`config.mk`:
```
export PLATFORM = sky130hd
export DESIGN_NAME = base64_stream_encoder
export DESIGN_NICKNAME = d
export VERILOG_FILES = /design/src/b64e_pkg.sv /design/src/b64e_front.sv /design/src/b64e_queue.sv /design/src/b64e_back.sv /design/src/base64_stream_encoder.sv
export SDC_FILE = /design/constraint.sdc
export NUM_CORES = 1
export LEC_CHECK = 0
export BUFFER_PORTS_ARGS = -buffer_cell sky130_fd_sc_hd__buf_2
export CORE_ASPECT_RATIO = 1.2
export CORE_UTILIZATION = 37
export CTS_CLUSTER_SIZE = 8
export DETAILED_ROUTE_END_ITERATION = 12
export GPL_TIMING_DRIVEN = 0
export SYNTH_ARGS = -nofsm -noshare
export SYNTH_HDL_FRONTEND = slang
export SYNTH_HIERARCHICAL = 1
export SYNTH_SLANG_ARGS = --single-unit
```
`constraint.sdc`:
```
create_clock -name clk -period 3 [get_ports clk]
set_input_delay 0.6 -clock clk [delete_from_list [all_inputs] [get_ports clk]]
set_output_delay 0.6 -clock clk [all_outputs]
set_load 0.1 [all_outputs]
```
`src/b64e_pkg.sv`:
```
// shared types, constants and the character table for the base64 encoder
`default_nettype none
package b64e_pkg;

  // default depth of the job queue between front and back
  localparam int QUEUE_DEPTH_DEF = 2;

  // padding character
  localparam logic [6:0] PAD_CHAR = 7'h3D;

  // one job: the characters a single input byte produces
  typedef struct packed {
    logic [3:0][6:0] chars;   // character k in chars[k]
    logic [1:0]      cnt_m1;  // number of characters minus one
    logic            last;    // final character of the job ends the message
  } job_t;

  // standard alphabet A-Z a-z 0-9 + /
  function automatic logic [6:0] b64_char(input logic [5:0] idx);
    logic [6:0] ch;
    if (idx < 6'd26) begin
      ch = 7'(7'h41 + {1'b0, idx});
    end else if (idx < 6'd52) begin
      ch = 7'(7'h61 + {1'b0, idx} - 7'd26);
    end else if (idx < 6'd62) begin
      ch = 7'(7'h30 + {1'b0, idx} - 7'd52);
    end else if (idx == 6'd62) begin
      ch = 7'h2B;
    end else begin
      ch = 7'h2F;
    end
    return ch;
  endfunction

endpackage
`default_nettype wire

```
`src/b64e_front.sv`:
```
// front part: tracks the group position and turns each byte into a job
`default_nettype none
module b64e_front
  import b64e_pkg::*;
(
  input  wire logic       clk,
  input  wire logic       rst_n,
  input  wire logic       accept,
  input  wire logic [7:0] data_byte,
  input  wire logic       last_byte,
  output job_t            job
);

  typedef enum logic [1:0] {
    PH_FIRST  = 2'd0,
    PH_SECOND = 2'd1,
    PH_THIRD  = 2'd2
  } phase_t;

  phase_t     phase_r, phase_nxt;
  logic [3:0] carry_r, carry_nxt;

  // character selection for the current group position
  always_comb begin
    job       = '0;
    job.last  = last_byte;
    phase_nxt = phase_r;
    carry_nxt = carry_r;
    case (phase_r)
      PH_SECOND: begin
        // only the low two carry bits reach the 6-bit index
        job.chars[0] = b64_char({carry_r[1:0], data_byte[7:4]});
        carry_nxt    = data_byte[3:0];
        phase_nxt    = PH_THIRD;
        if (last_byte) begin
          job.chars[1] = b64_char({data_byte[3:0], 2'b00});
          job.chars[2] = PAD_CHAR;
          job.cnt_m1   = 2'd2;
        end else begin
          job.cnt_m1   = 2'd0;
        end
      end
      PH_THIRD: begin
        job.chars[0] = b64_char({carry_r, data_byte[7:6]});
        job.chars[1] = b64_char(data_byte[5:0]);
        job.cnt_m1   = 2'd1;
        carry_nxt    = 4'd0;
        phase_nxt    = PH_FIRST;
      end
      default: begin
        // first byte of a group, also the unused phase code
        job.chars[0] = b64_char(data_byte[7:2]);
        carry_nxt    = {2'b00, data_byte[1:0]};
        phase_nxt    = PH_SECOND;
        if (last_byte) begin
          job.chars[1] = b64_char({data_byte[1:0], 4'b0000});
          job.chars[2] = PAD_CHAR;
          job.chars[3] = PAD_CHAR;
          job.cnt_m1   = 2'd3;
        end else begin
          job.cnt_m1   = 2'd0;
        end
      end
    endcase
    // message end restarts the group
    if (last_byte) begin
      phase_nxt = PH_FIRST;
      carry_nxt = 4'd0;
    end
  end

  // group state
  always_ff @(posedge clk) begin
    if (!rst_n) begin
      phase_r <= PH_FIRST;
      carry_r <= 4'd0;
    end else if (accept) begin
      phase_r <= phase_nxt;
      carry_r <= carry_nxt;
    end
  end

  // a final byte leaves a clean group start
  a_last_restarts: assert property (@(posedge clk) disable iff (!rst_n)
    accept && last_byte |=> phase_r == PH_FIRST && carry_r == 4'd0)
    else $error("group state not cleared after final byte");

endmodule
`default_nettype wire

```
`src/b64e_queue.sv`:
```
// short job queue between the front and the back part
`default_nettype none
module b64e_queue
  import b64e_pkg::*;
#(
  parameter int DEPTH = QUEUE_DEPTH_DEF
) (
  input  wire logic clk,
  input  wire logic rst_n,
  input  wire logic push,
  input  wire job_t push_data,
  output logic      full,
  input  wire logic pop,
  output logic      not_empty,
  output job_t      head
);

  localparam int PW = (DEPTH > 1) ? $clog2(DEPTH) : 1;
  localparam int CW = $clog2(DEPTH + 1);

  job_t          mem_r [DEPTH];
  logic [PW-1:0] wr_ptr_r, rd_ptr_r;
  logic [CW-1:0] count_r;
  logic          do_push, do_pop;

  assign full      = count_r == CW'(DEPTH);
  assign not_empty = count_r != '0;
  assign do_push   = push && !full;
  assign do_pop    = pop && not_empty;
  assign head      = mem_r[rd_ptr_r];

  // storage
  always_ff @(posedge clk) begin
    if (do_push) begin
      mem_r[wr_ptr_r] <= push_data;
    end
  end

  // pointers and fill count
  always_ff @(posedge clk) begin
    if (!rst_n) begin
      wr_ptr_r <= '0;
      rd_ptr_r <= '0;
      count_r  <= '0;
    end else begin
      if (do_push) begin
        wr_ptr_r <= (wr_ptr_r == PW'(DEPTH - 1)) ? '0 : PW'(wr_ptr_r + 1'b1);
      end
      if (do_pop) begin
        rd_ptr_r <= (rd_ptr_r == PW'(DEPTH - 1)) ? '0 : PW'(rd_ptr_r + 1'b1);
      end
      if (do_push && !do_pop) begin
        count_r <= CW'(count_r + 1'b1);
      end else if (do_pop && !do_push) begin
        count_r <= CW'(count_r - 1'b1);
      end
    end
  end

  a_count_bound: assert property (@(posedge clk) disable iff (!rst_n)
    count_r <= CW'(DEPTH))
    else $error("job queue overfilled");

endmodule
`default_nettype wire

```
`src/b64e_back.sv`:
```
// back part: serialises queued jobs into one character per beat
`default_nettype none
module b64e_back
  import b64e_pkg::*;
(
  input  wire logic       clk,
  input  wire logic       rst_n,
  input  wire logic       q_valid,
  input  wire job_t       q_head,
  output logic            q_pop,
  output logic            out_valid,
  output logic [6:0]      out_char,
  output logic            out_last,
  input  wire logic       out_ready
);

  job_t       cur_r;
  logic       cur_valid_r;
  logic [1:0] pos_r;
  logic       out_valid_r;
  logic [6:0] out_char_r;
  logic       out_last_r;
  logic       load_out, finish;

  // next character moves into the output register when it is free
  assign load_out = cur_valid_r && (!out_valid_r || out_ready);
  assign finish   = load_out && (pos_r == cur_r.cnt_m1);
  assign q_pop    = q_valid && (!cur_valid_r || finish);

  assign out_valid = out_valid_r;
  assign out_char  = out_char_r;
  assign out_last  = out_last_r;

  // current job and character position
  always_ff @(posedge clk) begin
    if (!rst_n) begin
      cur_valid_r <= 1'b0;
      pos_r       <= 2'd0;
    end else if (q_pop) begin
      cur_valid_r <= 1'b1;
      pos_r       <= 2'd0;
    end else if (finish) begin
      cur_valid_r <= 1'b0;
    end else if (load_out) begin
      pos_r <= 2'(pos_r + 1'b1);
    end
  end

  always_ff @(posedge clk) begin
    if (q_pop) begin
      cur_r <= q_head;
    end
  end

  // output register
  always_ff @(posedge clk) begin
    if (!rst_n) begin
      out_valid_r <= 1'b0;
    end else if (load_out) begin
      out_valid_r <= 1'b1;
    end else if (out_ready) begin
      out_valid_r <= 1'b0;
    end
  end

  always_ff @(posedge clk) begin
    if (load_out) begin
      out_char_r <= cur_r.chars[pos_r];
      out_last_r <= cur_r.last && (pos_r == cur_r.cnt_m1);
    end
  end

  a_pos_in_job: assert property (@(posedge clk) disable iff (!rst_n)
    cur_valid_r |-> pos_r <= cur_r.cnt_m1)
    else $error("character position beyond job length");

  a_last_ends_job: assert property (@(posedge clk) disable iff (!rst_n)
    load_out && cur_r.last && pos_r == cur_r.cnt_m1 |=> !cur_valid_r || $past(q_pop))
    else $error("job still open after final character");

endmodule
`default_nettype wire

```
`src/base64_stream_encoder.sv`:
```
// Streaming base64 encoder (standard alphabet, '=' padding). One raw byte
// per input beat, tlast on the final byte of a message; one ASCII character
// per output beat, tlast on the final character. A byte gives one or two
// characters mid-stream and up to four on the final byte. The front part
// takes a byte every cycle while the job queue has room; the back part emits
// one character per cycle while out_tready is high and jobs are queued, and
// the output character register sets the sustained rate. An accepted byte
// passes through the job queue, the current-job register and the output
// character register before its first character appears.
`default_nettype none
module base64_stream_encoder
  import b64e_pkg::*;
#(
  parameter int QUEUE_DEPTH = QUEUE_DEPTH_DEF
) (
  input  wire logic       clk,
  input  wire logic       rst_n,
  input  wire logic       in_tvalid,
  output logic            in_tready,
  input  wire logic [7:0] in_tdata,   // [7:0] data_byte
  input  wire logic       in_tlast,   // last_byte
  output logic            out_tvalid,
  input  wire logic       out_tready,
  output logic [7:0]      out_tdata,  // [6:0] out_char, [7] zero
  output logic            out_tlast   // last_char
);

  job_t       front_job, q_head;
  logic       q_full, q_valid, q_pop, in_accept;
  logic [6:0] out_char;

  assign in_tready = !q_full;
  assign in_accept = in_tvalid && in_tready;
  assign out_tdata = {1'b0, out_char};

  // byte classification and group tracking
  b64e_front u_front (
    .clk       (clk),
    .rst_n     (rst_n),
    .accept    (in_accept),
    .data_byte (in_tdata),
    .last_byte (in_tlast),
    .job       (front_job)
  );

  // decoupling queue
  b64e_queue #(
    .DEPTH (QUEUE_DEPTH)
  ) u_queue (
    .clk       (clk),
    .rst_n     (rst_n),
    .push      (in_accept),
    .push_data (front_job),
    .full      (q_full),
    .pop       (q_pop),
    .not_empty (q_valid),
    .head      (q_head)
  );

  // character serialiser
  b64e_back u_back (
    .clk       (clk),
    .rst_n     (rst_n),
    .q_valid   (q_valid),
    .q_head    (q_head),
    .q_pop     (q_pop),
    .out_valid (out_tvalid),
    .out_char  (out_char),
    .out_last  (out_tlast),
    .out_ready (out_tready)
  );

endmodule
`default_nettype wire

```
==> flow_metrics.tcl, run 1 <==
set metrics [dict create \
    first_pass_iters 5 \
    vias_per_cell 5.49 \
    synth_simple_gate_area_share_pct 11.4 \
    portBuffers 22 \
    insertion_delay_ns 0.40 \
    post_route_cells_drive_above_1_share_pct 22.8 \
    power_mw 6.46 \
    cts_resized 0 \
    tritoncts "done" \
    grt_usage_pct 17.2 \
    vdd_drop_max_mv 0.368 \
    synth-xor-area-share_pct 2.76 \
    io-pin-count 24 \
    synth_adder_area_share_pct 4.67 \
    rows 52 \
    min_path_type "register to register" \
    path_common_cell "buf_2" \
    synth.cell_area_sq_um 6430 \
    tightest_slew_ns 0.788 \
    fmax_ghz 0.346 \
    endpoint_kind "register" \
    skew_ns 0.00581 \
    run_status "complete, no violations" \
    leakagePower_nw 2.69 \
    relSlewSlack_pct 47.2 \
    ys_seq_area_share_pct 51.8 \
    syn_to_final_growth_pct 16.3 \
    coreArea_sq_um 16900 \
    ctsHoldBuffers 0 \
    hold_ws_ns 0.521 \
    routed_wl_mm 14.5 \
    cp.arrival_ns 2.98 \
    criticalPathCategory "input port to register" \
    die_h_microns 146 \
    synth_seq_cells 116 \
    dp_hpwl_mm 10.4 \
    num_vias 4511 \
    power_per_cell_area_nw_per_um2 864 \
    antenna_found_initial 0 \
    synth.area.mux_share_pct 8.60 \
    cts_buffers 17 \
    initial_core_util_pct 38.0 \
    cts_htree_levels 4 \
    gr-total-overflow 0 \
    yosysWarnings 6 \
    antennaDiodeCount 0 \
    synth_async_sr_flop_share_pct 0 \
    cts.sinks 116 \
    drt-initial-drc-count 372 \
    cts_setup_buffers 0 \
    synth_top_family_by_area "compound AO/OA/AOI/OAI gates" \
    hold_viol 0 \
    crit_required_ns 3.09 \
    routedWlPerCell_microns 17.7 \
    remaining_drc_errors 0 \
    fin_crit_ns 2.89 \
    cpPeakStageDelay_ns 0.29 \
    path_max_fanout 10 \
    syn_area_per_cell_sq_um 11.8 \
    root_buffer "clkbuf_16" \
    grt_pass1_wl_mm 23.5 \
    critPathLaunchType "input port" \
    place_congestion 0.882 \
    path_cells "buf_2, buf_2, buf_2, inv_1, ha_1, nor2_1, or2_2, clkbuf_1, o21ai_0, a32oi_1, o221ai_1" \
    clkTransAtPathRegs_ns 0.05 \
    yosys_most_used_dff "edfxtp_1" \
    post_synth_num_cell_types 67 \
    final_nets 629 \
    grt_pass1_vias 4422 \
    cts_buffer_depth 2 \
    rsz0062_at_grt "false" \
    drv_cap 0 \
    grt_max_degree 33 \
    die_area_sq_um 17900 \
    slowest_stage "buf_2" \
    setup_violations 0 \
    die_x_microns 122 \
    netlist_instances 545 \
    synth_enable_flop_cells 101 \
    finalCritPeriodShare_pct 96.4 \
    antenna_left 0 \
    synth-compound-area-share_pct 14.8 \
    n_fill_cell 1573 \
    drv_slew 0 \
]
==> cell type report <==
type / count / area (sq um) / share of cell area, %
Timing Repair inverter: 1 / 5.00 / 0.0669
Inverter: 25 / 97.6 / 1.31
Timing Repair Buffer: 24 / 153 / 2.04
Multi-Input combinational cell: 362 / 2740 / 36.7
Clock buffer: 21 / 440 / 5.89
Tap cell: 216 / 270 / 3.61
Clock inverter: 11 / 159 / 2.12
Sequential cell: 116 / 3330 / 44.6
Buffer: 45 / 277 / 3.70
==> metrics by stage <==
step | setup slack, ns | area [sq um] | utilization, % | std cells | setup TNS (ns)
floorplan | 0.0227 | 6440 | - | 548 | 0
detailed placement | -0.252 | 6870 | 40.6 | 788 | -1.28
global placement | -0.472 | 6820 | 40.3 | 786 | -15.91
CTS | 0.160 | 7470 | 44.2 | 820 | 0
finish | 0.107 | 7480 | 44.2 | 821 | 0
global route | 0.0323 | 7480 | 44.2 | 821 | 0
==> flip-flops by register name (all words and copies together) (netlist names), 2 cells and up, named ones only <==
name and cells:
u_back/out_char 7, u_back/cur_r 31, u_front/carry_r 4, u_back/pos_r 2
u_queue/mem_r 62, u_front/phase_r 2, u_queue/count_r 2
==> Yosys cell counts (all sizes together), types with 3 or more instances <==
cell type	count	area [sq um]
edfxtp	101	3030
buf	36	243
nand2	36	135
mux2	31	349
o21ai	30	150
inv	25	93.8
ha	24	300
a21oi	23	115
nor2	18	70.1
dfxtp	15	300
nand3	14	70.1
o211ai	14	110
nor3	13	75.1
xnor2	13	114
and2	11	68.8
nand2b	10	62.6
a31oi	9	56.3
clkbuf	9	33.8
a211oi	8	72.6
a21boi	8	60.1
nor2b	8	50.1
and3	7	43.8
mux4	7	184
a21o	6	45.0
nor4	5	31.3
o21a	5	37.5
o22ai	5	31.3
o2111ai	4	41.3
o31a	4	35.0
or3	4	25.0
a32oi	3	26.3
nor3b	3	22.5
or2	3	18.8
xor2	3	63.8
==> path summary, 6_finish.rpt <==
check / startpoint / endpoint / slack (ns) / depth (start not counted)
setup reg to reg: u_front/carry_r[0]$_SDFFE_PN0P_ / u_queue/mem_r[0][6]$_DFFE_PP_ / 0.35 / 8
setup / recovery: in_tdata[7] / u_queue/mem_r[0][6]$_DFFE_PP_ / 0.11 / 11
hold / removal: u_queue/count_r[1]$_SDFFE_PN0P_ / u_queue/count_r[1]$_SDFFE_PN0P_ / 0.52 / 2
hold reg to reg: u_queue/count_r[1]$_SDFFE_PN0P_ / u_queue/count_r[1]$_SDFFE_PN0P_ / 0.52 / 2
==> layout by cell type, fill, tap and decap left out, types with 10 or more instances in the layout <==
cell / n
dfxtp_1: 15
ha_1: 24
mux2_2: 31
nand2b_1: 10
buf_4: 20
nor3_1: 11
xnor2_1: 13
buf_2: 36
and2_1: 11
o211ai_1: 13
clkbuf_1: 13
inv_1: 23
clkbuf_16: 17
nand2_1: 36
edfxtp_1: 101
o21ai_0: 29
a21oi_1: 23
nor2_1: 17
nand3_1: 14
==> layer usage <==
layer | up-vias | share of wire [%] | track usage, %
met4 | 0 | 3.0 | 7.93
met5 | - | 0 | 0
met3 | 34 | 4.1 | 3.44
met2 | 147 | 52 | 29.4
li1 | 2133 | - | -
met1 | 2197 | 41 | 20.4
==> worst max-delay path, delay by kind of cell <==
family	cells	cell delay [ns]
fa+ha+maj	1	0.25
buf+inv	5	1.05
simple gates	2	0.43
compound gates	3	0.65
==> power by group <==
part           internal [mW]  switching [mW]  total (mW)
registers               2.41           0.146        2.55
logic                  0.645            1.24        1.88
clock network           1.38           0.646        2.02
total                   4.43            2.03        6.46
==> kinds of logic after synthesis <==
| family | Yosys count |
|---|---|
| and+or+nand+nor | 140 |
| adders and majority gates | 24 |
| muxes | 40 |
| xor gates and xnor gates | 16 |
| buffers and inverters | 70 |
| DFF | 116 |
| AOI/OAI and AO/OA | 137 |
| other | 2 |
Note: power is estimated with default switching activity, not from simulation.
==> run 2, diff against run 1 <==
--- a/config.mk
+++ b/config.mk
@@ -5,6 +5,7 @@
 export SDC_FILE = /design/constraint.sdc
 export NUM_CORES = 1
 export LEC_CHECK = 0
+export ABC_AREA = 1
 export BUFFER_PORTS_ARGS = -buffer_cell sky130_fd_sc_hd__buf_2
 export CORE_ASPECT_RATIO = 1.2
 export CORE_UTILIZATION = 37
@@ -13,5 +14,4 @@
 export GPL_TIMING_DRIVEN = 0
 export SYNTH_ARGS = -nofsm -noshare
 export SYNTH_HDL_FRONTEND = slang
-export SYNTH_HIERARCHICAL = 1
 export SYNTH_SLANG_ARGS = --single-unit
==> run 2 against run 1 <==
Effect of this change:
- routed wire length shrank 22%
- largest power group unchanged
- clock skew is 0.0031 ns higher
- fmax up 25%
- worst setup slack gained 0.58 ns
- cell count shrank 1.3%
- total power is 30% lower
- non-clock buffer count down 27
- first-iteration DRC count down 33%
==> flow_metrics.tcl, run 2 <==
set metrics [dict create \
    ctsHoldBuffers 0 \
    netlist_top_cells_count "183 x nand2_1, 62 x edfxtp_1, 57 x nand3_1, 45 x inv_1, 40 x nor2_1" \
    critPathLaunchType "input port" \
    wl_met3_microns 474 \
    post_synth_num_cell_types 35 \
    coreArea_sq_um 12700 \
    final_nets 680 \
    wl_met2_mm 5.83 \
    ys_seq_area_share_pct 44.4 \
    criticalPathCategory "input port to register" \
    cts_setup_buffers 0 \
    met1Wirelength_mm 4.73 \
    vdd_drop_max_mv 0.553 \
    yosys_most_used_dff "edfxtp_1" \
    synth.cell_area_sq_um 4830 \
    io-pin-count 24 \
    tightest_slew_ns 0.924 \
    top_register "u_queue.mem_r" \
    die_x_microns 106 \
    rsz0062_at_grt "false" \
    antenna_found_initial 0 \
    die_area_sq_um 13500 \
    setup_violations 0 \
    synth.top_cell.area_share_pct 38.6 \
    drv_cap 0 \
    layout_common_cells "183 x nand2_1, 62 x edfxtp_1, 57 x nand3_1" \
    ff2ff_setup_slack_ns 0.88 \
    num_vias 4178 \
    drt-initial-drc-count 248 \
    yosysMostFrequentCell "nand2_1" \
    syn_to_final_growth_pct 13.8 \
    rows 45 \
    cts_resized 0 \
    finalSetupTns_ns 0 \
    skew_ns 0.00887 \
    vias_per_cell 5.16 \
    synth_area_leaders "edfxtp_1 39%, nand2_1 14%, ha_1 6.7%" \
    synth_enable_flop_cells 62 \
    gr-total-overflow 0 \
    yosysWarnings 0 \
    clkTransAtPathRegs_ns 0.05 \
    path_max_fanout 11 \
    leakagePower_nw 2.40 \
    n_fill_cell 1310 \
    crit_required_ns 3.06 \
    post_route_cells_drive_above_1_share_pct 14.4 \
    power_mw 4.53 \
    synth_seq_cells 76 \
    cts_htree_levels 3 \
    remaining_drc_errors 0 \
    min_path_type "input port to register" \
    tritoncts "done" \
    grt_max_degree 20 \
    grt_pass1_wl_mm 18.8 \
    run_status "complete, no violations" \
    die_h_microns 127 \
    routed_wl_mm 11.4 \
    cts.sinks 76 \
    final_common_cell "nand2_1" \
    synth_area_leader_cell "edfxtp_1" \
    syn-num-nets 648 \
    portBuffers 21 \
    relSlewSlack_pct 38.4 \
    cts_buffers 9 \
    largest_register_ffs 36 \
    fmax_ghz 0.432 \
    grt_pass1_vias 3990 \
    synth_async_sr_flop_share_pct 0 \
    power_per_cell_area_nw_per_um2 825 \
    place_congestion 0.919 \
    initial_core_util_pct 38.1 \
    dp_hpwl_mm 8.86 \
    top_layer "met4" \
    finalCritPeriodShare_pct 77.2 \
    insertion_delay_ns 0.33 \
    cp.arrival_ns 2.37 \
    cts_buffer_depth 2 \
    first_pass_iters 5 \
    netlist_instances 609 \
    grt_usage_pct 17.7 \
    root_buffer "clkbuf_16" \
    endpoint_kind "register" \
    antenna_left 0 \
    drv_slew 0 \
    fin_crit_ns 2.32 \
    hold_viol 0 \
    antennaDiodeCount 0 \
    routedWlPerCell_microns 14.0 \
    syn_area_per_cell_sq_um 7.92 \
]
[run 2: cell types whose count changed after synthesis, sizes merged, moves of 9 or more]
cell / before / now
nor3: 13 / 4
xnor2: 13 / 3
mux2: 31 / 0
edfxtp: 101 / 62
nand2: 36 / 189
and2: 11 / 0
o21ai: 30 / 50
buf: 36 / 16
nand2b: 10 / 0
nand3: 14 / 60
inv: 25 / 64
nor2: 18 / 45
[run 2: routing by layer]
layer,GRT usage [%],vias to the layer above
li1,-,2092
met1,19.6,1925
met2,32.2,131
met3,3.52,30
met4,8.58,0
met5,0,-
[run 2: worst paths after layout]
path | from | to | depth (start not counted)
hold reg to reg | u_back.cur_valid_r$_SDFFE_PN0P_ | u_back.out_valid$_SDFFE_PN0P_ | 2
setup reg to reg | u_front.carry_r[1]$_SDFFE_PN0P_ | u_queue.mem_r[1][5]$_DFFE_PP_ | 8
setup / recovery | in_tdata[4] | u_queue.mem_r[0][8]$_DFFE_PP_ | 13
hold / removal | in_tlast | u_queue.mem_r[1][0]$_DFFE_PP_ | 1
[run 2: metrics by stage]
stage | hold slack (ns) | setup slack, ns | std cells | area [sq um] | utilization, %
after global routing | 0.481 | 0.531 | 810 | 5490 | 43.4
after floorplan | 0.462 | 0.241 | 609 | 4830 | -
after detailed placement | 0.486 | 0.389 | 794 | 5140 | 40.6
after CTS | 0.472 | 0.716 | 810 | 5490 | 43.4
after global placement | 0.472 | 0.386 | 794 | 5140 | 40.5
final | 0.486 | 0.685 | 810 | 5490 | 43.4
[run 2: worst max-delay path, cell delays in order]
cell	delay, ns
buf_2	0.12
buf_4	0.18
inv_2	0.06
buf_6	0.15
ha_1	0.22
inv_1	0.14
nand2_2	0.15
a21oi_1	0.28
nand3_1	0.11
nand2_1	0.08
o21ai_1	0.08
nand2_1	0.08
nand3_1	0.11
[run 2: logic make-up after synthesis]
logic type	share of synthesized area (%)
other cells	0.0777
flops	44.4
fa+ha+maj	6.74
xor+xnor	2.18
compound gates	11.3
simple gates	27.4
buf+inv	7.88
[run 2: area by class of cell]
| cell class | instances | area [sq um] | area share (%) |
|---|---|---|---|
| tap | 164 | 205 | 3.74 |
| clock buffer | 12 | 256 | 4.67 |
| clock inverter | 4 | 95.1 | 1.73 |
| multi-input combinational | 444 | 2310 | 42.0 |
| buffer | 21 | 125 | 2.28 |
| sequential | 76 | 2140 | 39.0 |
| timing repair buffer | 21 | 105 | 1.91 |
| inverter | 68 | 255 | 4.65 |
[run 2: power by group]
group          total [mW]  switching, mW  internal, mW
clock network        1.23          0.376         0.856
logic                1.58           1.21         0.370
registers            1.72          0.106          1.61
